**src/hdl/dlmb_pkg.sv**
```systemverilog
// ----------------------------------------------------------------------------
// Dense layer package
// Types and codes shared by the dense layer front end, queue and datapath.
// ----------------------------------------------------------------------------
package dlmb_pkg;

    localparam int VALUE_W     = 40;
    localparam int IDX_W       = 3;
    localparam int ELEM_W      = 16;
    localparam int DIM_W       = 4;
    localparam int CFG_IDX_W   = 2;
    localparam int QUEUE_DEPTH = 4;

    // Item kinds, also used as command codes in the queue.
    localparam logic [1:0] KIND_WEIGHT  = 2'd0;
    localparam logic [1:0] KIND_INPUT   = 2'd1;
    localparam logic [1:0] KIND_BIAS    = 2'd2;
    localparam logic [1:0] KIND_COMPUTE = 2'd3;

    // Configuration register indexes.
    localparam logic [CFG_IDX_W-1:0] CFG_ROWS_OUT  = 2'd0;
    localparam logic [CFG_IDX_W-1:0] CFG_INNER_LEN = 2'd1;
    localparam logic [CFG_IDX_W-1:0] CFG_COLS_OUT  = 2'd2;

    typedef struct packed {
        logic [1:0]              kind;
        logic [IDX_W-1:0]        row_index;
        logic [IDX_W-1:0]        col_index;
        logic signed [ELEM_W-1:0] element_value;
    } item_t;

    typedef struct packed {
        logic [IDX_W-1:0]          out_row;
        logic [IDX_W-1:0]          out_col;
        logic signed [VALUE_W-1:0] out_value;
        logic                      last;
    } result_t;

    typedef struct packed {
        logic [1:0]               kind;
        logic [IDX_W-1:0]         row;
        logic [IDX_W-1:0]         col;
        logic signed [ELEM_W-1:0] value;
    } cmd_t;

    // Matrix dimensions, already limited to the store size.
    typedef struct packed {
        logic [DIM_W-1:0] rows_out;
        logic [DIM_W-1:0] inner_len;
        logic [DIM_W-1:0] cols_out;
    } dims_t;

    typedef struct packed {
        logic full;
        logic empty;
    } q_stat_t;

endpackage

```
**src/hdl/dlmb_front.sv**
```systemverilog
// ----------------------------------------------------------------------------
// Dense layer front end
// Accepts input words, drops loads that fall outside the stores and turns
// the rest into queue commands.
// ----------------------------------------------------------------------------
module dlmb_front
    import dlmb_pkg::*;
#(
    parameter int MAX_DIM = 8
)
(
    input  logic  item_valid,
    output logic  item_ready,
    input  item_t item,
    input  logic  q_full,
    output logic  push,
    output cmd_t  cmd
);

    logic row_ok;
    logic col_ok;
    logic keep;

    assign row_ok = (32'(item.row_index) < 32'(MAX_DIM));
    assign col_ok = (32'(item.col_index) < 32'(MAX_DIM));

    always_comb
    begin
        if (item.kind inside {KIND_WEIGHT, KIND_INPUT})
        begin
            keep = row_ok && col_ok;
        end
        else if (item.kind == KIND_BIAS)
        begin
            keep = col_ok;
        end
        else
        begin
            keep = 1'b1;
        end
    end

    assign item_ready = !q_full;
    assign push       = item_valid && item_ready && keep;

    assign cmd.kind  = item.kind;
    assign cmd.row   = item.row_index;
    assign cmd.col   = item.col_index;
    assign cmd.value = item.element_value;

endmodule

```
**src/hdl/dlmb_fifo.sv**
```systemverilog
// ----------------------------------------------------------------------------
// Dense layer command queue
// A short first-in first-out queue between the front end and the datapath.
// ----------------------------------------------------------------------------
module dlmb_fifo
    import dlmb_pkg::*;
(
    input  logic    clk,
    input  logic    rst_n,
    input  logic    push,
    input  cmd_t    push_cmd,
    input  logic    pop,
    output cmd_t    head,
    output q_stat_t stat
);

    localparam int PTR_W = $clog2(QUEUE_DEPTH);
    localparam int CNT_W = $clog2(QUEUE_DEPTH + 1);

    cmd_t             slot_reg [QUEUE_DEPTH];
    logic [PTR_W-1:0] wr_ptr_reg;
    logic [PTR_W-1:0] rd_ptr_reg;
    logic [CNT_W-1:0] count_reg;
    logic [CNT_W-1:0] count_next;

    always_comb
    begin
        count_next = count_reg;
        if (push && !pop)
        begin
            count_next = count_reg + 1'b1;
        end
        else if (pop && !push)
        begin
            count_next = count_reg - 1'b1;
        end
    end

    always_ff @(posedge clk or negedge rst_n)
    begin
        if (!rst_n)
        begin
            wr_ptr_reg <= '0;
            rd_ptr_reg <= '0;
            count_reg  <= '0;
        end
        else
        begin
            if (push)
            begin
                wr_ptr_reg <= wr_ptr_reg + 1'b1;
            end
            if (pop)
            begin
                rd_ptr_reg <= rd_ptr_reg + 1'b1;
            end
            count_reg <= count_next;
        end
    end

    always_ff @(posedge clk)
    begin
        if (push)
        begin
            slot_reg[wr_ptr_reg] <= push_cmd;
        end
    end

    assign head       = slot_reg[rd_ptr_reg];
    assign stat.full  = (count_reg == CNT_W'(QUEUE_DEPTH));
    assign stat.empty = (count_reg == '0);

endmodule

```
**src/hdl/dlmb_back.sv**
```systemverilog
// ----------------------------------------------------------------------------
// Dense layer datapath
// Holds the weight, input and bias stores, carries out loads and runs the
// multiply-accumulate pipeline for compute commands.
// ----------------------------------------------------------------------------
module dlmb_back
    import dlmb_pkg::*;
#(
    parameter int MAX_DIM    = 8,
    parameter int DATA_WIDTH = 16
)
(
    input  logic    clk,
    input  logic    rst_n,
    input  dims_t   dims,
    input  logic    q_empty,
    input  cmd_t    head,
    output logic    pop,
    output logic    result_valid,
    input  logic    result_ready,
    output result_t result
);

    localparam int ENT = MAX_DIM * MAX_DIM;
    localparam int AW  = (ENT > 1) ? $clog2(ENT) : 1;
    localparam int IW  = (MAX_DIM > 1) ? $clog2(MAX_DIM) : 1;
    localparam int PW  = 2 * DATA_WIDTH;

    localparam logic [0:0] ST_IDLE = 1'b0;
    localparam logic [0:0] ST_RUN  = 1'b1;

    typedef struct packed {
        logic             first;
        logic             last_elem;
        logic             last_run;
        logic             mul_on;
        logic [IDX_W-1:0] row;
        logic [IDX_W-1:0] col;
    } tag_t;

    logic signed [DATA_WIDTH-1:0] w_mem [ENT];
    logic signed [DATA_WIDTH-1:0] x_mem [ENT];
    logic signed [DATA_WIDTH-1:0] b_mem [MAX_DIM];

    logic [0:0]    state_reg;
    logic [0:0]    state_next;
    logic [IW-1:0] i_reg, i_next;
    logic [IW-1:0] j_reg, j_next;
    logic [IW-1:0] k_reg, k_next;
    logic [IW-1:0] nr_last_reg, nr_last_next;
    logic [IW-1:0] nc_last_reg, nc_last_next;
    logic [IW-1:0] nk_last_reg, nk_last_next;
    logic          nk_zero_reg, nk_zero_next;

    logic                         adv;
    logic                         issue;
    logic                         k_last;
    logic                         j_last;
    logic                         i_last;
    logic                         start;
    logic [AW-1:0]                wr_addr;
    logic [AW-1:0]                w_addr;
    logic [AW-1:0]                x_addr;
    logic signed [DATA_WIDTH-1:0] wr_val;

    logic                         s1_valid_reg;
    tag_t                         s1_tag_reg;
    logic signed [DATA_WIDTH-1:0] w_rd_reg;
    logic signed [DATA_WIDTH-1:0] x_rd_reg;
    logic signed [DATA_WIDTH-1:0] b_rd_reg;

    logic                         s2_valid_reg;
    tag_t                         s2_tag_reg;
    logic signed [PW-1:0]         prod;
    logic signed [PW-1:0]         prod_reg;
    logic signed [DATA_WIDTH-1:0] b2_reg;

    logic signed [VALUE_W-1:0]    acc_reg;
    logic signed [VALUE_W-1:0]    acc_next;
    logic                         result_valid_reg;
    result_t                      result_reg;

    // The whole pipeline holds while a finished word waits at the output.
    assign adv   = !result_valid_reg || result_ready;
    assign issue = (state_reg == ST_RUN) && adv;
    assign pop   = (state_reg == ST_IDLE) && !q_empty;
    assign start = pop && (head.kind == KIND_COMPUTE)
                   && (dims.rows_out != '0) && (dims.cols_out != '0);

    assign k_last = nk_zero_reg || (k_reg == nk_last_reg);
    assign j_last = (j_reg == nc_last_reg);
    assign i_last = (i_reg == nr_last_reg);

    // ---------------- Loads ----------------
    assign wr_val  = DATA_WIDTH'(head.value);
    assign wr_addr = AW'(32'(head.row) * 32'(MAX_DIM) + 32'(head.col));

    always_ff @(posedge clk)
    begin
        if (pop && head.kind == KIND_WEIGHT)
        begin
            w_mem[wr_addr] <= wr_val;
        end
        if (pop && head.kind == KIND_INPUT)
        begin
            x_mem[wr_addr] <= wr_val;
        end
        if (pop && head.kind == KIND_BIAS)
        begin
            b_mem[IW'(head.col)] <= wr_val;
        end
    end

    // ---------------- Sequencer ----------------
    always_comb
    begin
        state_next   = state_reg;
        i_next       = i_reg;
        j_next       = j_reg;
        k_next       = k_reg;
        nr_last_next = nr_last_reg;
        nc_last_next = nc_last_reg;
        nk_last_next = nk_last_reg;
        nk_zero_next = nk_zero_reg;
        if (start)
        begin
            state_next   = ST_RUN;
            i_next       = '0;
            j_next       = '0;
            k_next       = '0;
            nr_last_next = IW'(dims.rows_out - 1'b1);
            nc_last_next = IW'(dims.cols_out - 1'b1);
            nk_last_next = IW'(dims.inner_len - 1'b1);
            nk_zero_next = (dims.inner_len == '0);
        end
        else if (issue)
        begin
            if (!k_last)
            begin
                k_next = k_reg + 1'b1;
            end
            else
            begin
                k_next = '0;
                if (!j_last)
                begin
                    j_next = j_reg + 1'b1;
                end
                else
                begin
                    j_next = '0;
                    if (!i_last)
                    begin
                        i_next = i_reg + 1'b1;
                    end
                    else
                    begin
                        state_next = ST_IDLE;
                    end
                end
            end
        end
    end

    always_ff @(posedge clk or negedge rst_n)
    begin
        if (!rst_n)
        begin
            state_reg   <= ST_IDLE;
            i_reg       <= '0;
            j_reg       <= '0;
            k_reg       <= '0;
            nr_last_reg <= '0;
            nc_last_reg <= '0;
            nk_last_reg <= '0;
            nk_zero_reg <= 1'b0;
        end
        else
        begin
            state_reg   <= state_next;
            i_reg       <= i_next;
            j_reg       <= j_next;
            k_reg       <= k_next;
            nr_last_reg <= nr_last_next;
            nc_last_reg <= nc_last_next;
            nk_last_reg <= nk_last_next;
            nk_zero_reg <= nk_zero_next;
        end
    end

    // ---------------- Stage 1: store reads ----------------
    assign w_addr = AW'(32'(i_reg) * 32'(MAX_DIM) + 32'(k_reg));
    assign x_addr = AW'(32'(k_reg) * 32'(MAX_DIM) + 32'(j_reg));

    always_ff @(posedge clk)
    begin
        if (issue)
        begin
            w_rd_reg             <= w_mem[w_addr];
            x_rd_reg             <= x_mem[x_addr];
            b_rd_reg             <= b_mem[j_reg];
            s1_tag_reg.first     <= (k_reg == '0);
            s1_tag_reg.last_elem <= k_last;
            s1_tag_reg.last_run  <= k_last && j_last && i_last;
            s1_tag_reg.mul_on    <= !nk_zero_reg;
            s1_tag_reg.row       <= IDX_W'(i_reg);
            s1_tag_reg.col       <= IDX_W'(j_reg);
        end
    end

    // ---------------- Stage 2: multiply ----------------
    assign prod = PW'(w_rd_reg) * PW'(x_rd_reg);

    always_ff @(posedge clk)
    begin
        if (adv)
        begin
            prod_reg   <= s1_tag_reg.mul_on ? prod : '0;
            b2_reg     <= b_rd_reg;
            s2_tag_reg <= s1_tag_reg;
        end
    end

    // ---------------- Stage 3: accumulate ----------------
    always_comb
    begin
        if (s2_tag_reg.first)
        begin
            acc_next = VALUE_W'(b2_reg) + VALUE_W'(prod_reg);
        end
        else
        begin
            acc_next = acc_reg + VALUE_W'(prod_reg);
        end
    end

    always_ff @(posedge clk)
    begin
        if (adv && s2_valid_reg)
        begin
            acc_reg <= acc_next;
            if (s2_tag_reg.last_elem)
            begin
                result_reg.out_row   <= s2_tag_reg.row;
                result_reg.out_col   <= s2_tag_reg.col;
                result_reg.out_value <= acc_next;
                result_reg.last      <= s2_tag_reg.last_run;
            end
        end
    end

    always_ff @(posedge clk or negedge rst_n)
    begin
        if (!rst_n)
        begin
            s1_valid_reg     <= 1'b0;
            s2_valid_reg     <= 1'b0;
            result_valid_reg <= 1'b0;
        end
        else if (adv)
        begin
            s1_valid_reg     <= issue;
            s2_valid_reg     <= s1_valid_reg;
            result_valid_reg <= s2_valid_reg && s2_tag_reg.last_elem;
        end
    end

    assign result_valid = result_valid_reg;
    assign result       = result_reg;

endmodule

```
**src/hdl/dense_layer_matmul_bias.sv**
```systemverilog
// ----------------------------------------------------------------------------
// Dense layer: matrix multiply with bias add
// Loads weights, inputs and biases word by word and, on a compute word,
// streams out every element of weights times inputs plus column bias.
//
//   Channel   Signals                              Direction
//   config    cfg_we, cfg_index, cfg_data          in, write only
//   item      item_valid, item_ready, item         in
//   result    result_valid, result_ready, result   out
//
// The front end takes one word per cycle while the four-entry queue has room.
// A load leaves the queue while the datapath is idle. A compute word leaves the queue
// and then occupies the datapath for rows_out * cols_out * max(inner_len, 1)
// multiplies, one per cycle unless a result word waits, with dimensions after
// saturation; its last result then comes through the multiply and accumulate stages.
// Reset sets all three dimensions to 8; the stores hold nothing defined.
// A result word that is not taken holds the multiply-accumulate pipeline.
// ----------------------------------------------------------------------------
module dense_layer_matmul_bias
    import dlmb_pkg::*;
#(
    parameter int MAX_DIM    = 8,
    parameter int DATA_WIDTH = 16
)
(
    input  logic                 clk,
    input  logic                 rst_n,
    input  logic                 cfg_we,
    input  logic [CFG_IDX_W-1:0] cfg_index,
    input  logic [DIM_W-1:0]     cfg_data,
    input  logic                 item_valid,
    output logic                 item_ready,
    input  item_t                item,
    output logic                 result_valid,
    input  logic                 result_ready,
    output result_t              result
);

    localparam logic [DIM_W-1:0] DIM_LIMIT = DIM_W'(MAX_DIM);

    logic [DIM_W-1:0] rows_out_reg;
    logic [DIM_W-1:0] inner_len_reg;
    logic [DIM_W-1:0] cols_out_reg;
    dims_t            dims;
    logic             push;
    logic             pop;
    cmd_t             push_cmd;
    cmd_t             head;
    q_stat_t          q_stat;

    always_ff @(posedge clk or negedge rst_n)
    begin
        if (!rst_n)
        begin
            rows_out_reg  <= 4'd8;
            inner_len_reg <= 4'd8;
            cols_out_reg  <= 4'd8;
        end
        else if (cfg_we)
        begin
            case (cfg_index)
                CFG_ROWS_OUT:  rows_out_reg  <= cfg_data;
                CFG_INNER_LEN: inner_len_reg <= cfg_data;
                CFG_COLS_OUT:  cols_out_reg  <= cfg_data;
                default:
                begin
                end
            endcase
        end
    end

    // Dimensions beyond the store size are cut back to it.
    assign dims.rows_out  = (rows_out_reg > DIM_LIMIT) ? DIM_LIMIT : rows_out_reg;
    assign dims.inner_len = (inner_len_reg > DIM_LIMIT) ? DIM_LIMIT : inner_len_reg;
    assign dims.cols_out  = (cols_out_reg > DIM_LIMIT) ? DIM_LIMIT : cols_out_reg;

    dlmb_front #(
        .MAX_DIM (MAX_DIM)
    ) u_front (
        .item_valid (item_valid),
        .item_ready (item_ready),
        .item       (item),
        .q_full     (q_stat.full),
        .push       (push),
        .cmd        (push_cmd)
    );

    dlmb_fifo u_fifo (
        .clk      (clk),
        .rst_n    (rst_n),
        .push     (push),
        .push_cmd (push_cmd),
        .pop      (pop),
        .head     (head),
        .stat     (q_stat)
    );

    dlmb_back #(
        .MAX_DIM    (MAX_DIM),
        .DATA_WIDTH (DATA_WIDTH)
    ) u_back (
        .clk          (clk),
        .rst_n        (rst_n),
        .dims         (dims),
        .q_empty      (q_stat.empty),
        .head         (head),
        .pop          (pop),
        .result_valid (result_valid),
        .result_ready (result_ready),
        .result       (result)
    );

`ifndef NO_ASSERTIONS
    a_push_room: assert property (@(posedge clk) disable iff (!rst_n)
        push |-> !q_stat.full)
        else $error("queue written while full");

    a_pop_data: assert property (@(posedge clk) disable iff (!rst_n)
        pop |-> !q_stat.empty)
        else $error("queue read while empty");

    a_stat_sane: assert property (@(posedge clk) disable iff (!rst_n)
        !(q_stat.full && q_stat.empty))
        else $error("queue reports full and empty together");
`endif

endmodule
```
**config.mk**
```make
export PLATFORM = sky130hd
export DESIGN_NAME = dense_layer_matmul_bias
export DESIGN_NICKNAME = d
export VERILOG_FILES = /design/src/hdl/dlmb_pkg.sv /design/src/hdl/dlmb_front.sv /design/src/hdl/dlmb_fifo.sv /design/src/hdl/dlmb_back.sv /design/src/hdl/dense_layer_matmul_bias.sv
export SDC_FILE = /design/constraint.sdc
export NUM_CORES = 2
export LEC_CHECK = 0
export BUFFER_PORTS_ARGS = -buffer_cell sky130_fd_sc_hd__buf_4
export CAP_MARGIN = 20
export CORE_ASPECT_RATIO = 1.4
export CORE_UTILIZATION = 41
export CTS_BUF_LIST = sky130_fd_sc_hd__clkbuf_16
export DETAILED_ROUTE_END_ITERATION = 6
export SLEW_MARGIN = 10
export SYNTH_ARGS = -nofsm -noshare
export SYNTH_HDL_FRONTEND = slang
export SYNTH_SLANG_ARGS = --single-unit
export TNS_END_PERCENT = 20
```
**constraint.sdc**
```tcl
create_clock -name clk -period 6.35 [get_ports clk]
set_input_delay 0.635 -clock clk [delete_from_list [all_inputs] [get_ports clk]]
set_output_delay 0.635 -clock clk [all_outputs]
set_load 0.01 [all_outputs]
```
Word-level counts from Yosys, hierarchy flattened
Memories as Yosys holds them, arrays and structs flattened. A register that Yosys moved wholly into a read port is not among the register bits.
Cells that the tools add are included.
W data, S select, Z words.
{"block": "word_totals", "register_bits": 196, "output_inout_bits": 49, "input_bits": 35, "mem_bits_rw": 2272, "word_cells": 142, "mem_count": 4}
{"memory": "u_back.w_mem", "words": 64, "word_bits": 16, "rd": 1, "rd_clocked_by_memory_dff": 1, "write_ports": 1, "line": "dlmb_back.sv:41", "rtl": "logic signed [DATA_WIDTH-1:0] w_mem [ENT];"}
{"memory": "u_back.x_mem", "words": 64, "word_bits": 16, "rd": 1, "rd_clocked_by_memory_dff": 1, "write_ports": 1, "line": "dlmb_back.sv:42", "rtl": "logic signed [DATA_WIDTH-1:0] x_mem [ENT];"}
{"memory": "u_back.b_mem", "words": 8, "word_bits": 16, "rd": 1, "rd_clocked_by_memory_dff": 1, "write_ports": 1, "line": "dlmb_back.sv:43", "rtl": "logic signed [DATA_WIDTH-1:0] b_mem [MAX_DIM];"}
{"memory": "u_fifo.slot_reg", "words": 4, "word_bits": 24, "rd": 1, "rd_clocked_by_memory_dff": 0, "write_ports": 1, "line": "dlmb_fifo.sv:20", "rtl": "cmd_t slot_reg [QUEUE_DEPTH];"}
{"block": "classes", "reduce_logical": 42, "n_eq_ne": 10, "mul": 1, "order_cmp": 3, "addsub": 15, "bitwise_logic": 1, "mux": 31}
{"operator": "$mux W3", "n": 14}
{"operator": "$add A40 B32 Y40", "n": 1}
{"operator": "$mux W40", "n": 1}
{"operator": "$add A16 B32 Y33", "n": 1}
{"operator": "$mul A16 B16 Y32", "n": 1}
{"operator": "$add A6 B3 Y6", "n": 3}
{"operator": "$logic_and A1 B1 Y1", "n": 15}
{"operator": "$mux W1", "n": 13}
{"operator": "$add A3 B1 Y3 const B", "n": 4}
{"operator": "$gt A4 B4 Y1 const B", "n": 3}
{"operator": "$mux W4", "n": 3}
{"operator": "$sub A3 B1 Y3 const B", "n": 4}
{"operator": "$reduce_and A2 Y1", "n": 5}
{"operator": "$reduce_bool A2 Y1", "n": 5}
{"operator": "$eq A3 B3 Y1", "n": 3}
{"operator": "$reduce_and A4 Y1", "n": 2}
{"operator": "$reduce_bool A4 Y1", "n": 2}
{"operator": "$eq A2 B2 Y1 const B", "n": 3}
{"operator": "$logic_not A1 Y1", "n": 6}
{"operator": "$logic_not A3 Y1", "n": 2}
{"operator": "$add A2 B1 Y2 const B", "n": 2}
{"operator": "$eq A2 B1 Y1 const B", "n": 2}
{"operator": "$logic_not A2 Y1", "n": 2}
{"operator": "$logic_not A4 Y1", "n": 1}
{"operator": "4 further kinds", "n": 5}

Depth between registers and ports, before layout
{"block": "logic_depth", "depth_word": 8, "mapped_depth": 25, "mapped_depth_nobuf": 24}

Cells and area by module
Synthesis repeated with hierarchy kept, for this count alone.
{"block": "unflattened", "cells_unflattened": 5458, "hier_area_um2": 108333.9}
{"mod": "dlmb_back", "seq_area_each_um2": 71984.0, "cells_per_inst": 5233, "area_per_inst_um2": 103700.7, "instances": 1}
{"mod": "dlmb_fifo", "seq_area_each_um2": 3057.9, "cells_per_inst": 160, "area_per_inst_um2": 3902.5, "instances": 1}
{"mod": "dense_layer_matmul_bias", "seq_area_each_um2": 304.0, "cells_per_inst": 39, "area_per_inst_um2": 540.5, "instances": 1}
{"mod": "dlmb_front", "seq_area_each_um2": 0.0, "cells_per_inst": 26, "area_per_inst_um2": 190.2, "instances": 1}

Least setup slack after synthesis
Ideal clock, no wire load.
{"block": "synth_timing", "path_type": "register to register", "from": "register u_back.x_rd_reg[7] (read register of u_back.x_mem)", "to": "register u_back.prod_reg[31] (data pin)", "path_slack_ps": 13, "path_buffers": 1, "required_time_ps": 6095, "arrival_ps": 6082, "path_stages_with_launch": 24, "period_less_slack_ps": 6337, "setup_time_ps": 255, "cell_sequence": "edfxtp_1 clkbuf_1 nand2_1 fa_1 inv_1 fa_1 inv_1 fa_1 inv_1 fa_1 fa_1 inv_1 fa_1 inv_1 ha_1 a21oi_1 o21ai_0 o41ai_1 o21ai_0 o2111a_1 o21ai_0 a31oi_1 or3_1 and3_1"}
{"block": "synth_between", "elab_chain_cells": 1}
{"item": "start: declaration", "line": "dlmb_back.sv:69", "rtl": "logic signed [DATA_WIDTH-1:0] x_rd_reg;"}
{"item": "$mul A16 B16 Y32", "line": "dlmb_back.sv:212", "rtl": "assign prod = PW'(w_rd_reg) * PW'(x_rd_reg);"}
{"item": "end signal: assignment", "line": "dlmb_back.sv:218", "rtl": "prod_reg <= s1_tag_reg.mul_on ? prod : '0;"}
{"item": "end: declaration", "line": "dlmb_back.sv:75", "rtl": "logic signed [PW-1:0] prod_reg;"}
No other way between the ends.
A chain may end at the register's enable or synchronous reset.

Final worst setup path
{"block": "layout_timing", "from": "register u_back.w_rd_reg[9] (read register of u_back.w_mem)", "to": "register u_back.prod_reg[30] (data pin)"}
{"block": "layout_between", "elab_chain_cells": 1}
{"item": "start: declaration", "line": "dlmb_back.sv:68", "rtl": "logic signed [DATA_WIDTH-1:0] w_rd_reg;"}
{"item": "$mul A16 B16 Y32", "line": "dlmb_back.sv:212"}
No other way between the ends.

==> flow_summary.yaml <==
timing:
  finalSetupViolCount: 1
  hold_viol_final: 0
  fin_crit_ps: 6351
  max_slew_margin_pct: 27.25
  period_share_pct: 100.0
  worst_pin_slew_ps: 1087
  finalClockSkew_ps: 64.92
  fmax_mhz: 157.5
  maxSlewViolCount: 0
  hold_slack_ps: 180.9
  rsz0062_at_grt: "yes"
  setup_slack_ps: -0.9206
placed_design:
  place_hpwl_microns: 161600
  place.gp.congestion: 0.8676
  numPortBuffers: 83
critical_path:
  cp_cell_sequence: "buf_4 > buf_4 > nand2_1 > fa_1 > fa_1 > inv_2 > fa_1 > inv_2 > fa_1 > inv_2 > fa_1 > fa_2 > ha_4 > a21oi_2 > o21ai_2 > a32oi_2 > o21ai_4 > a41o_1 > o31a_1 > a221oi_2 > xnor2_1 > and2_1"
  crit_top_cell: "fa_1"
  cp_max_fo: 5
  critPathKind: "flip-flop to flip-flop"
  cp_top_family: "adder cells"
  cp-start-kind: "flip-flop"
  critPathBufInv: 5
  crit_path_top_delay_cell: "fa_2"
  cp.arrival_ps: 7000
  slowest_delay_ps: 610
  worstSetupEndpointType: "flip-flop"
  required_ps: 7000
min_path:
  hp-class: "input pin to flip-flop"
synthesis:
  synth_edf_count: 2474
  yosys_warnings: 0
  synth-seq-cells: 2516
  synthFlopType: "edfxtp_1"
  synth.avg_cell_area_sq_um: 19.86
  synth_fp_nets: 5919
  async_reset_ff_share_pct: 1.669
  ys_seq_area_share_pct: 69.55
  synth_area_sq_mm: 0.1083
  syn_inst: 5454
  synth_cell_type_count: 79
floorplanning:
  die_x_microns: 436.4
  io_pins: 84
  die_area_sq_mm: 0.2663
  initial_utilization_pct: 41.36
  core.rowCount: 222
  die_y_microns: 610.2
  design.core.area_sq_mm: 0.2619
run_status:
  status: "complete, but fails checks"
  violations: "setup timing"
clocking:
  tritoncts: "built"
  clk_pin_slew_ps: 70
  cts_buffer_depth: 4
  cts_sinks: 2516
  cts_buffers: 242
  cts-root-buf: "clkbuf_16"
  htreeDepth: 4
  clock_latency_ps: 900
global_routing:
  grt_max_degree: 97
  grt_antenna_before_repair: 14
  overflow: 0
  grt_pass1_vias: 55700
  globalRouteTotalUtil_pct: 19.15
  grt_pass1_wl_microns: 377100
layout:
  reg.largest.list: "u_back.w_mem: 1024 flops, u_back.x_mem: 1024 flops, u_back.b_mem: 128 flops"
  regArea_sq_mm: 0.07537
  fillers: 21740
  final_net_count: 6364
  multiInputGateArea_sq_mm: 0.03106
  syn2layout_area_growth_pct: 13.71
  drive_above_1_share_pct: 25.77
drt:
  viasPerCell: 5.473
  routed_wl_microns: 254700
  drt-pass1-iter-count: 7
  drtIter0Drc: 4396
  vias: 52370
  drc: 0
  wire_per_inst_microns: 26.62
  final_antenna_net_count: 0
flow_run:
  maxCapViolCount: 0
## worst reg2reg max path, cell delays in order, from the launching register on
cell      delay, ps
edfxtp_1        440
buf_4           170
buf_4           140
nand2_1          70
fa_1            450
fa_1            570
inv_2            50
fa_1            520
inv_2            40
fa_1            540
inv_2            40
fa_1            480
fa_2            610
ha_4            230
a21oi_2         170
o21ai_2         110
a32oi_2         240
o21ai_4         100
a41o_1          320
o31a_1          310
a221oi_2        300
xnor2_1          80
and2_1          150
## routing by layer
| layer | wire [microns] | track usage (%) |
|---|---|---|
| met5 | 0 | 0 |
| met4 | 7422 | 5.824 |
| met3 | 11110 | 2.407 |
| met2 | 134200 | 33.96 |
| met1 | 102000 | 24.44 |
## Yosys cell counts, types with 21 or more instances
master | n | area share [%]
a21o_1 | 38 | 0.26
a21oi_1 | 100 | 0.46
and2_1 | 153 | 0.88
buf_1 | 55 | 0.19
buf_2 | 24 | 0.11
clkbuf_1 | 150 | 0.52
dfrtp_1 | 39 | 0.90
edfxtp_1 | 2474 | 69
fa_1 | 265 | 4.9
ha_1 | 165 | 1.9
inv_1 | 342 | 1.2
mux2_2 | 35 | 0.36
mux4_2 | 728 | 15
nand2_1 | 192 | 0.67
nand2b_1 | 29 | 0.17
nor2_1 | 234 | 0.81
nor3_1 | 21 | 0.097
o21a_1 | 23 | 0.16
o21ai_0 | 61 | 0.28
xnor2_1 | 55 | 0.44
xor2_1 | 46 | 0.37
## metrics by stage
stage	instance area (sq um)	TNS [ps]	utilization [%]	worst slack, ps	cells
global route	123200	-540.8	47.03	-171.5	9567
finish	123200	-0.9206	47.03	-0.9206	9568
CTS	122900	-0.8820	46.92	-0.8820	9553
global placement	115000	-565.0	43.91	-278.2	9074
floorplan	108300	0	-	13.18	5454
detailed placement	115000	-660.9	43.91	-290.4	9076
## final timing paths
check	startpoint	end	slack, ps	cells after the start
setup / recovery	u_back.w_rd_reg[9]$_DFFE_PP_	u_back.prod_reg[30]$_SDFFCE_PN0N_	-0.9	22
hold / removal	cfg_index[0]	rows_out_reg[3]$_DFFE_PN1P_	180	3
setup reg to reg	u_back.w_rd_reg[9]$_DFFE_PP_	u_back.prod_reg[30]$_SDFFCE_PN0N_	-0.9	22
hold reg to reg	u_back.s2_tag_reg[7]$_DFFE_PN_	u_back.result[0]$_DFFE_PP_	410	0
max in group asynchronous	rst_n	u_back.k_reg[2]$_DFFE_PN0P_	5290	2
min in group asynchronous	rst_n	u_fifo.wr_ptr_reg[1]$_DFFE_PN0P_	340	2
## cell type report
| type | count | area share [%] |
|---|---|---|
| Antenna cell | 4 | 0.008126 |
| Tap cell | 3472 | 3.527 |
| Sequential cell | 2516 | 61.19 |
| Timing Repair Buffer | 430 | 2.957 |
| Inverter | 343 | 1.045 |
| Multi-Input combinational cell | 2366 | 25.21 |
| Clock inverter | 191 | 1.067 |
| Clock buffer | 246 | 4.997 |
## what timing repair did
item / CTS / global route
pin swaps: 3 / 23
buffers inserted: 11 / 10
hold buffers: 29 / 0
endpoints found under the setup margin: 6 / 8
cloned: 0 / 0
endpoints found under the hold margin: 147 / 0
gates resized for setup: 14 / 37
## kinds of logic after synthesis
| group | share of synthesized area [%] |
|---|---|
| DFF | 69.55 |
| muxes | 15.57 |
| and+or+nand+nor | 3.272 |
| buffers and inverters | 2.010 |
| adders and majority gates | 6.803 |
| AOI/OAI and AO/OA | 1.973 |
| xor gates and xnor gates | 0.8166 |
## placed cells by master, fill, tap and decap left out, types with 10 or more instances in the layout
master,count
nand3_1,17
xor2_1,46
nor2b_1,20
clkinv_2,46
and3_1,15
mux4_4,16
o211ai_1,11
o21ai_0,56
inv_1,393
dfrtp_1,31
xnor2_1,55
ha_1,161
edfxtp_1,2474
clkinv_1,53
and2_1,148
mux4_2,712
nand2b_1,28
a21o_1,38
clkbuf_16,246
buf_4,368
nor3_1,20
fa_1,262
a21oi_1,96
mux2_2,35
a31oi_1,11
bufinv_16,15
nand2_1,191
dlygate4sd3_1,29
nor2_2,10
nor2_1,224
o21a_1,23
buf_12,23
a211oi_1,11
or3_1,10
Power is left out: the tool's default activity adds up to more than one toggle a clock period on the data nets, which glitch-free logic cannot reach.
